### src/rtl/pfc_pkg.sv
`timescale 1ns / 1ps
`default_nettype none

package pfc_pkg;

  localparam int unsigned LetterW = 5;
  localparam int unsigned SqDim   = 5;
  localparam int unsigned IdxW    = 3;
  localparam int unsigned RowW    = LetterW * SqDim;
  localparam int unsigned CfgIdxW = 3;

  localparam logic [LetterW-1:0] CodeI   = 5'd8;
  localparam logic [LetterW-1:0] CodeJ   = 5'd9;
  localparam logic [LetterW-1:0] CodeMax = 5'd25;
  localparam logic [IdxW-1:0]    IdxLast = 3'd4;

  // Default square: ABCDE / FGHIK / LMNOP / QRSTU / VWXYZ
  localparam logic [RowW-1:0] Row0Rst = 25'd4294688;
  localparam logic [RowW-1:0] Row1Rst = 25'd10755269;
  localparam logic [RowW-1:0] Row2Rst = 25'd16201099;
  localparam logic [RowW-1:0] Row3Rst = 25'd21613104;
  localparam logic [RowW-1:0] Row4Rst = 25'd27025109;

  typedef enum logic [CfgIdxW-1:0] {
    REG_DECRYPT = 3'd0,
    REG_ROW0    = 3'd1,
    REG_ROW1    = 3'd2,
    REG_ROW2    = 3'd3,
    REG_ROW3    = 3'd4,
    REG_ROW4    = 3'd5
  } cfg_reg_e;

  typedef logic [SqDim-1:0][RowW-1:0] square_t;

  typedef struct packed {
    logic            found;
    logic [IdxW-1:0] row;
    logic [IdxW-1:0] col;
  } loc_t;

  function automatic logic [LetterW-1:0] sq_entry(input square_t sq,
                                                  input logic [IdxW-1:0] r,
                                                  input logic [IdxW-1:0] c);
    logic [RowW-1:0] word;
    begin
      word = sq[r];
      sq_entry = word[c*LetterW +: LetterW];
    end
  endfunction

  // One step forward or back modulo the square size
  function automatic logic [IdxW-1:0] step_idx(input logic [IdxW-1:0] i,
                                               input logic back);
    begin
      if (back) begin
        step_idx = (i == '0) ? IdxLast : i - 3'd1;
      end else begin
        step_idx = (i == IdxLast) ? '0 : i + 3'd1;
      end
    end
  endfunction

endpackage

`default_nettype wire

### src/rtl/pfc_lane.sv
`timescale 1ns / 1ps
`default_nettype none

// Locate one letter in the key square: first match in row-major order.
module pfc_lane (
  input  wire logic [pfc_pkg::LetterW-1:0] letter_i,
  input  wire pfc_pkg::square_t            square_i,
  output pfc_pkg::loc_t                    loc_o
);

  logic [pfc_pkg::LetterW-1:0] code;

  always_comb begin
    code = (letter_i == pfc_pkg::CodeJ) ? pfc_pkg::CodeI : letter_i;
    loc_o = '0;
    // scan backwards so the earliest hit is written last
    for (int r = pfc_pkg::SqDim - 1; r >= 0; r--) begin
      for (int c = pfc_pkg::SqDim - 1; c >= 0; c--) begin
        if (code <= pfc_pkg::CodeMax &&
            pfc_pkg::sq_entry(square_i, r[pfc_pkg::IdxW-1:0],
                              c[pfc_pkg::IdxW-1:0]) == code) begin
          loc_o.found = 1'b1;
          loc_o.row   = r[pfc_pkg::IdxW-1:0];
          loc_o.col   = c[pfc_pkg::IdxW-1:0];
        end
      end
    end
  end

endmodule

`default_nettype wire

### src/rtl/pfc_merge.sv
`timescale 1ns / 1ps
`default_nettype none

// Combine both lane positions into the output pair.
module pfc_merge (
  input  wire pfc_pkg::loc_t               loc_a_i,
  input  wire pfc_pkg::loc_t               loc_b_i,
  input  wire logic [pfc_pkg::LetterW-1:0] letter_a_i,
  input  wire logic [pfc_pkg::LetterW-1:0] letter_b_i,
  input  wire pfc_pkg::square_t            square_i,
  input  wire logic                        back_i,
  output logic [pfc_pkg::LetterW-1:0]      out_a_o,
  output logic [pfc_pkg::LetterW-1:0]      out_b_o,
  output logic                             not_found_o
);

  always_comb begin
    not_found_o = !(loc_a_i.found && loc_b_i.found);
    if (not_found_o) begin
      // pass through raw codes, no folding
      out_a_o = letter_a_i;
      out_b_o = letter_b_i;
    end else if (loc_a_i.row == loc_b_i.row) begin
      out_a_o = pfc_pkg::sq_entry(square_i, loc_a_i.row,
                                  pfc_pkg::step_idx(loc_a_i.col, back_i));
      out_b_o = pfc_pkg::sq_entry(square_i, loc_b_i.row,
                                  pfc_pkg::step_idx(loc_b_i.col, back_i));
    end else if (loc_a_i.col == loc_b_i.col) begin
      out_a_o = pfc_pkg::sq_entry(square_i, pfc_pkg::step_idx(loc_a_i.row, back_i),
                                  loc_a_i.col);
      out_b_o = pfc_pkg::sq_entry(square_i, pfc_pkg::step_idx(loc_b_i.row, back_i),
                                  loc_b_i.col);
    end else begin
      out_a_o = pfc_pkg::sq_entry(square_i, loc_a_i.row, loc_b_i.col);
      out_b_o = pfc_pkg::sq_entry(square_i, loc_b_i.row, loc_a_i.col);
    end
  end

endmodule

`default_nettype wire

### src/rtl/playfair_digraph_cipher.sv
`timescale 1ns / 1ps
`default_nettype none

// Playfair digraph transform on a programmable 5x5 key square.
// Pipeline: lookup stage, then merge stage; two lookup lanes and merge, fully pipelined.
// Throughput: one digraph per cycle as long as out_stall_i does not hold the output.
// Reset: asynchronous active low; clears valid flags, sets encrypt mode and the
// default square ABCDE/FGHIK/LMNOP/QRSTU/VWXYZ.
module playfair_digraph_cipher (
  input  wire logic                        clk_i,
  input  wire logic                        rst_ni,
  // input channel
  input  wire logic                        in_valid_i,
  output logic                             in_stall_o,
  input  wire logic [pfc_pkg::LetterW-1:0] first_letter_i,
  input  wire logic [pfc_pkg::LetterW-1:0] second_letter_i,
  // output channel
  output logic                             out_valid_o,
  input  wire logic                        out_stall_i,
  output logic [pfc_pkg::LetterW-1:0]      out_first_o,
  output logic [pfc_pkg::LetterW-1:0]      out_second_o,
  output logic                             not_found_o,
  // configuration write channel
  input  wire logic                        cfg_valid_i,
  output logic                             cfg_ready_o,
  input  wire logic [pfc_pkg::CfgIdxW-1:0] cfg_index_i,
  input  wire logic [pfc_pkg::RowW-1:0]    cfg_data_i
);

  // ---------------------------------------------------------------------
  // Configuration registers. Writes are always taken; a write to an index
  // past the register list is dropped.
  // ---------------------------------------------------------------------
  logic             decrypt_q;
  pfc_pkg::square_t square_q;

  assign cfg_ready_o = 1'b1;

  always_ff @(posedge clk_i or negedge rst_ni) begin
    if (!rst_ni) begin
      decrypt_q   <= 1'b0;
      square_q[0] <= pfc_pkg::Row0Rst;
      square_q[1] <= pfc_pkg::Row1Rst;
      square_q[2] <= pfc_pkg::Row2Rst;
      square_q[3] <= pfc_pkg::Row3Rst;
      square_q[4] <= pfc_pkg::Row4Rst;
    end else if (cfg_valid_i && cfg_ready_o) begin
      unique case (pfc_pkg::cfg_reg_e'(cfg_index_i))
        pfc_pkg::REG_DECRYPT: decrypt_q   <= cfg_data_i[0];
        pfc_pkg::REG_ROW0:    square_q[0] <= cfg_data_i;
        pfc_pkg::REG_ROW1:    square_q[1] <= cfg_data_i;
        pfc_pkg::REG_ROW2:    square_q[2] <= cfg_data_i;
        pfc_pkg::REG_ROW3:    square_q[3] <= cfg_data_i;
        pfc_pkg::REG_ROW4:    square_q[4] <= cfg_data_i;
        default: ;
      endcase
    end
  end

  // ---------------------------------------------------------------------
  // Pipeline control. Each stage advances when it is empty or when the
  // stage after it moves, so a full pipe still takes a beat every cycle
  // as long as the output is drained.
  // ---------------------------------------------------------------------
  logic s1_valid_q;
  logic out_valid_q;
  logic out_adv;
  logic s1_adv;

  assign out_adv    = !out_valid_q || !out_stall_i;
  assign s1_adv     = !s1_valid_q || out_adv;
  assign in_stall_o = !s1_adv;

  always_ff @(posedge clk_i or negedge rst_ni) begin
    if (!rst_ni) begin
      s1_valid_q  <= 1'b0;
      out_valid_q <= 1'b0;
    end else begin
      if (s1_adv) begin
        s1_valid_q <= in_valid_i;
      end
      if (out_adv) begin
        out_valid_q <= s1_valid_q;
      end
    end
  end

  // ---------------------------------------------------------------------
  // Stage 1: one lookup lane per letter, each comparing against all 25
  // square cells in parallel.
  // ---------------------------------------------------------------------
  pfc_pkg::loc_t               loc_a_d, loc_b_d;
  pfc_pkg::loc_t               loc_a_q, loc_b_q;
  logic [pfc_pkg::LetterW-1:0] letter_a_q, letter_b_q;

  pfc_lane u_lane_a (
    .letter_i (first_letter_i),
    .square_i (square_q),
    .loc_o    (loc_a_d)
  );

  pfc_lane u_lane_b (
    .letter_i (second_letter_i),
    .square_i (square_q),
    .loc_o    (loc_b_d)
  );

  // Payload holds unless a beat is accepted
  always_ff @(posedge clk_i) begin
    if (s1_adv && in_valid_i) begin
      loc_a_q    <= loc_a_d;
      loc_b_q    <= loc_b_d;
      letter_a_q <= first_letter_i;
      letter_b_q <= second_letter_i;
    end
  end

  // ---------------------------------------------------------------------
  // Stage 2: merge lane results by the row, column or rectangle rule, or pass
  // the raw letters through if either is not found, and register the output beat.
  // ---------------------------------------------------------------------
  logic [pfc_pkg::LetterW-1:0] out_first_d, out_second_d;
  logic                        not_found_d;
  logic [pfc_pkg::LetterW-1:0] out_first_q, out_second_q;
  logic                        not_found_q;

  pfc_merge u_merge (
    .loc_a_i     (loc_a_q),
    .loc_b_i     (loc_b_q),
    .letter_a_i  (letter_a_q),
    .letter_b_i  (letter_b_q),
    .square_i    (square_q),
    .back_i      (decrypt_q),
    .out_a_o     (out_first_d),
    .out_b_o     (out_second_d),
    .not_found_o (not_found_d)
  );

  always_ff @(posedge clk_i) begin
    if (out_adv && s1_valid_q) begin
      out_first_q  <= out_first_d;
      out_second_q <= out_second_d;
      not_found_q  <= not_found_d;
    end
  end

  assign out_valid_o  = out_valid_q;
  assign out_first_o  = out_first_q;
  assign out_second_o = out_second_q;
  assign not_found_o  = not_found_q;

endmodule

`default_nettype wire
### config.mk
export PLATFORM = sky130hd
export DESIGN_NAME = playfair_digraph_cipher
export DESIGN_NICKNAME = d
export VERILOG_FILES = /design/src/rtl/pfc_pkg.sv /design/src/rtl/pfc_lane.sv /design/src/rtl/pfc_merge.sv /design/src/rtl/playfair_digraph_cipher.sv
export SDC_FILE = /design/constraint.sdc
export NUM_CORES = 1
export LEC_CHECK = 0
export ABC_AREA = 1
export BUFFER_PORTS_ARGS = -buffer_cell sky130_fd_sc_hd__buf_2
export CELL_PAD_IN_SITES_DETAIL_PLACEMENT = 0
export CELL_PAD_IN_SITES_GLOBAL_PLACEMENT = 1
export CORE_UTILIZATION = 35
export DETAILED_ROUTE_END_ITERATION = 8
export PLACE_DENSITY_LB_ADDON = 0.1
export SLEW_MARGIN = 40
export SYNTH_ARGS = -nofsm -noshare
export SYNTH_HDL_FRONTEND = slang
export SYNTH_SLANG_ARGS = --single-unit
### constraint.sdc
create_clock -name clk_i -period 4.22 [get_ports clk_i]
set_input_delay 0.844 -clock clk_i [delete_from_list [all_inputs] [get_ports clk_i]]
set_output_delay 0.844 -clock clk_i [all_outputs]
set_load 0.02 [all_outputs]
; Word level (Yosys, flattened, before mapping)
; Index checks and enable logic that the tools add are counted.
[totals]
reg_bits = 163
in_bits = 43
out_inout_bits = 14
[op_classes]
n_addsub = 8
multipliers = 4
order_cmp = 6
n_eq_ne = 63
shifts = 6
muxes = 86
reduce_logical = 83
[ops]
columns = cell, count
row1 = $bmux 25 s3, 4
row2 = $eq 5x5->1, 50
row3 = $shiftx 25x7->5, 6
row4 = $mux 5, 28
row5 = $mux 25, 4
row6 = $mux 3, 24
row7 = $logic_and 1x1->1, 53
row8 = $mux 6, 8
row9 = $reduce_or 24->1, 2
row10 = $mux 4, 10
row11 = $reduce_or 20->1, 2
row12 = $mul 3x3->6 const B, 4
row13 = $reduce_or 10->1, 2
row14 = $eq 3x3->1 const B, 6
row15 = $lt 3x4->1 const B, 4
row16 = $logic_not 3->1, 5
row17 = $mux 7, 2
row18 = $add 3x1->3 const B, 4
row19 = $reduce_and 2->1, 6
row20 = $sub 3x1->3 const B, 4
row21 = $eq 5x4->1 const B, 2
row22 = $le 5x5->1 const B, 2
row23 = $reduce_or 5->1, 2
row24 = $mux 2, 4
row25 = 8 further kinds, 18

; Depth between registers and ports, before layout
[depth]
ltp_word = 28
mapped_depth = 27

; Modules after synthesis
; From an unflattened synthesis, not the netlist that was laid out.
[unflattened]
hier_cells = 2684
hier_area_um2 = 16982.5
[by_module_without_submodules]
columns = module, instances, cells_each, area_each_um2, seq_area_each_um2
row1 = pfc_merge, 1, 1404, 6545.0, 0.0
row2 = playfair_digraph_cipher, 1, 602, 6138.4, 4322.9
row3 = pfc_lane, 2, 339, 2149.6, 0.0

; Worst setup path before layout
; OpenSTA, ideal clock, no wires.
[synth_timing]
kind = register to register
start = register loc_b_q[3] in the netlist's numbering
end = register out_second_q, in the netlist out_second_o[0] (data pin)
setup_time_ps = 258
arrival_ps = 2865
required_ps = 3962
slack_ps = 1097
path_stages_with_launch = 18
synth_period_minus_slack_ps = 3123
path_cell_list = edfxtp_1 > clkbuf_1 > clkinv_1 > clkbuf_1 > ha_1 > ha_1 > nor2_1 > o21ai_0 > a21o_1 > o21ai_1 > clkbuf_1 > o21ai_0 > o311ai_0 > nand2_1 > nand2_1 > a21oi_1 > o21ai_1 > a21oi_1
[synth_between]
elab_chain_cells = 12
[synth_lines]
columns = element, line
row1 = "start, declared", playfair_digraph_cipher.sv:93  ; pfc_pkg::loc_t loc_a_q, loc_b_q;
row2 = "start signal, assigned", playfair_digraph_cipher.sv:112  ; loc_b_q <= loc_b_d;
row3 = $add 3x1->3 (tied with other cells), pfc_pkg.sv:58  ; step_idx = (i == IdxLast) ? '0 : i + 3'd1;
row4 = $mux 3 (on tied branches), "pfc_pkg.sv:58, pfc_pkg.sv:56"
row5 = $mux 3, pfc_pkg.sv:55  ; if (back) begin
row6 = $mux 3, pfc_merge.sv:28  ; end else if (loc_a_i.col == loc_b_i.col) begin
row7 = $mux 3, pfc_merge.sv:23  ; end else if (loc_a_i.row == loc_b_i.row) begin
row8 = $mux 3, pfc_merge.sv:19  ; if (not_found_o) begin
row9 = $bmux 25 s3, pfc_pkg.sv:46  ; word = sq[r];
row10 = $mux 25 (not written as such), pfc_pkg.sv:46
row11 = $shiftx 25x7->5, pfc_pkg.sv:47  ; sq_entry = word[c*LetterW +: LetterW];
row12 = $mux 5, pfc_merge.sv:28
row13 = $mux 5 (*), pfc_merge.sv:23
row14 = $mux 5 (*), pfc_merge.sv:19
row15 = via out_second_d (one bit), playfair_digraph_cipher.sv:122  ; logic [pfc_pkg::LetterW-1:0] out_first_d, out_second_d;
row16 = "end signal, assigned", playfair_digraph_cipher.sv:142  ; out_second_q <= out_second_d;
row17 = "end, declared", playfair_digraph_cipher.sv:124  ; logic [pfc_pkg::LetterW-1:0] out_first_q, out_second_q;
; Mark *: on every way through the listed nets, which the timed path passes. The rest lies on a longest branch. The select of a mux whose other input is x is not followed.
; A chain may end at the register's enable or synchronous reset.

; Final worst setup path
[layout_timing]
start = register loc_a_q[1] in the netlist's numbering
end = register out_first_q, in the netlist out_first_o[2] (data pin)
[layout_between]
elab_chain_cells = 9
[layout_lines]
columns = element, line
row1 = "start, declared", playfair_digraph_cipher.sv:93
row2 = "start signal, assigned", playfair_digraph_cipher.sv:111  ; loc_a_q <= loc_a_d;
row3 = $add 3x1->3 (tied with other cells), pfc_pkg.sv:58
row4 = $mux 3 (on tied branches), "pfc_pkg.sv:58, pfc_pkg.sv:56"
row5 = $mux 3, pfc_pkg.sv:55
row6 = $mux 3, pfc_merge.sv:23
row7 = $mux 3, pfc_merge.sv:19
row8 = $mul 3x3->6, pfc_pkg.sv:47
row9 = $shiftx 25x7->5, pfc_pkg.sv:47
row10 = $mux 5 (*), pfc_merge.sv:23
row11 = $mux 5 (*), pfc_merge.sv:19
row12 = via out_first_d (one bit), playfair_digraph_cipher.sv:122
row13 = "end signal, assigned", playfair_digraph_cipher.sv:141  ; out_first_q <= out_first_d;
row14 = "end, declared", playfair_digraph_cipher.sv:124
; Marks and branches as above.

==> qor.yml <==
floorplanning:
  die-width_um: 216
  io_pins: 57
  die-area_mm2: 0.0467
  num_rows: 78
  start_util: 0.355
  core_mm2: 0.0453
  die_h_um: 216
sta:
  setup_tns_ns: 0
  skew_ns: 0.00979
  max_slew_margin: 0.418
  tightest_slew_ns: 0.867
  hold_viol_final: 0
  period_share: 0.866
  rsz0062_at_grt: "no"
  period_needed_ns: 3.65
  setup_viol: 0
  drv_slew: 0
  fmax_mhz: 274
drt:
  totalWireLength_mm: 85.4
  ant_nets: 0
  vias: 17900
  drc: 0
  drtIter0Drc: 2507
  vias_per_cell: 5.99
  dr.pass1.iters: 6
  wl_per_cell_um: 28.5
logic_synthesis:
  synth_top_family_by_area: "simple AND/OR/NAND/NOR gates"
  ys_ff_latch: 163
  seq_area_frac_synth: 0.269
  syn-mean-instance-area_um2: 6.56
  netlist_area_mm2: 0.0161
  ys_async_sr_fraction: 0.785
  synth-main-ff-cell: "dfrtp_1"
  ys_warn_count: 0
  ys_types: 64
  syn_inst: 2449
  ys_top_cells_by_count: "nand2_1 (532), o21ai_0 (374), inv_1 (219), a21oi_1 (183), nand3_1 (154)"
  synth_edf_count: 35
  synth_area_leaders: "nand2_1 (12%), o21ai_0 (12%), dfrtp_1 (11%)"
  synthAdderAreaFrac: 0.0125
  postSynthNetCount: 2508
  synth_simple_gate_area_frac: 0.253
  synth_top_area_frac: 0.124
  synth_top_area_cell: "nand2_1"
  yosysMostFrequentCell: "nand2_1"
  synth_xor_area_frac: 0.104
  synth.mux.area_fraction: 0
  synth_compound_area_frac: 0.241
clocking:
  cts_tree: "done"
  cts_resized: 0
  cts_buffers: 17
  clock_latency_ns: 0.46
  cts_buffer_depth: 2
  cts_root_buffer: "clkbuf_16"
  cts.sinks: 163
  postCtsHoldBufs: 0
  cts_setup_buffers: 0
  htree_levels: 4
  clk_pin_slew_ns: 0.07
global_routing:
  top_usage_layer: "met2"
  grt_max_degree: 85
  use_met1: 0.514
  overflow: 0
  met2_usage: 0.524
  grt_pass1_wl_mm: 122
  grtUsageTotal: 0.365
  grt_pass1_vias: 16400
  antenna_found_initial: 0
  use_met3: 0.0775
setup_path:
  crit_required_ns: 4.52
  start_kind: "flop"
  path_class: "flop to flop"
  worst_ep_arrival_time_ns: 3.96
  crit_fanout: 12
  cp-end-kind: "flop"
final_layout:
  fin_util: 0.380
  multi_input_area_mm2: 0.00986
  num-fill-cells: 4997
  register_area_mm2: 0.00432
  diodes: 0
  layout-drive-gt1-share: 0.113
  final_area_mm2: 0.0172
  nets: 2439
  syn2layout_area_growth_pct: 7.18
min_path:
  hold_path.class: "input pin to asynchronous set/reset pin"
placement:
  hpwl_mm: 65.6
  place.gp.congestion: 1.06
  io_buffers: 55
  placed_area_mm2: 0.0166
flow_run:
  drv_cap: 0
pwr:
  leakage_nw: 7.39
  vdd_drop_max_uv: 307
  power_density_mw_per_mm2: 565
outcome:
  outcome: "finished, final reports clean"
-- layer usage --
metal,vias to the layer above,routed length [um]
li1,8038,-
met1,8681,37000
met2,1057,35400
met3,164,8720
met4,0,4390
met5,-,0
-- final timing paths --
check / startpoint / endpoint / slack, ns / cells after the start
worst max-delay path: loc_a_q[1] / out_first_o[2] / 0.57 / 13
worst min-delay path: rst_ni / square_q[105] / 0.37 / 1
worst max register to register: loc_a_q[1] / out_first_o[2] / 0.57 / 13
worst min register to register: s1_valid_q / out_valid_o / 0.47 / 2
max in group asynchronous: rst_ni / square_q[102] / 3.02 / 2
min in group clk_i: s1_valid_q / out_valid_o / 0.47 / 2
-- sequential cells by signal, summed over array words and instances (netlist names) --
name,cells
not_found_o,1
square_q,125
s1_valid_q,1
out_valid_o,1
out_second_o,5
loc_b_q,7
decrypt_q,1
out_first_o,5
letter_a_q,5
letter_b_q,5
loc_a_q,7
-- placed cells by master, fill, tap and decap left out, types with 3 or more instances in the layout --
master     instances
nor2_1           123
inv_1            218
a22oi_1            7
nor3_1            27
nor4_2             9
a31oi_1           13
o21ai_1           10
a211oi_1           9
nand4_1           21
nand3b_1           3
nor4_1            29
clkinv_1           5
nand3_1          152
buf_4             64
o2111ai_1         11
a21oi_1          182
o31ai_1            9
nor2_2             7
dfrtp_1           73
xnor2_1           60
xor2_2             7
or2_2              8
o211ai_1          25
clkbuf_1           6
o221ai_1          19
edfxtp_1          35
inv_4              3
ha_1              16
inv_2             18
nor2_4             4
nand2_4            7
nand2_1          529
buf_2             54
o22ai_1           18
o311ai_0           3
clkbuf_16         18
xor2_1           118
dfstp_2           55
o311ai_1           3
o21ai_0          374
-- cell families after synthesis --
kind of cell | count (synthesis)
AND/OR/NAND/NOR | 931
AO/OA/AOI/OAI | 701
buffers and inverters | 452
XOR/XNOR | 185
flip-flops | 163
adder cells (fa/ha/maj) | 16
other | 1
-- where the power goes --
part | total [W] | leakage, nW | switching (W) | internal (W)
clock | 0.00154 | 0.268 | 0.000672 | 0.000865
combinational | 0.00524 | 5.29 | 0.00363 | 0.00161
sequential | 0.00294 | 1.83 | 0.000918 | 0.00202
-- cell type report --
cell class,count,area share
Clock buffer,25,0.0283
Multi-Input combinational cell,1834,0.573
Tap cell,600,0.0436
Timing Repair Buffer,121,0.0461
Clock inverter,7,0.00429
Sequential cell,163,0.251
Inverter,243,0.0533
-- per-stage QoR --
| step | setup WS (ns) | total power [W] | cells | hold WS, ns |
|---|---|---|---|---|
| floorplan | 1.10 | 0.00577 | 2449 | 0.433 |
| global placement | 0.537 | 0.00795 | 2961 | 0.444 |
| detailed placement | 0.517 | 0.00795 | 2961 | 0.466 |
| CTS | 0.577 | 0.00951 | 2993 | 0.375 |
| global route | 0.340 | 0.0102 | 2993 | 0.400 |
| finish | 0.566 | 0.00972 | 2993 | 0.372 |
-- worst max-delay path: stages, from the launching register on --
cell      delay [ns]
edfxtp_1        0.77
inv_1           0.08
buf_4           0.23
ha_1            0.26
or2_2           0.29
a32oi_1         0.51
inv_1           0.23
nor2_1          0.14
inv_1           0.11
o221ai_1        0.38
a22oi_1         0.15
nand2_1         0.09
nand2_1         0.05
o21ai_0         0.18
(Power assumes the default switching activity.)
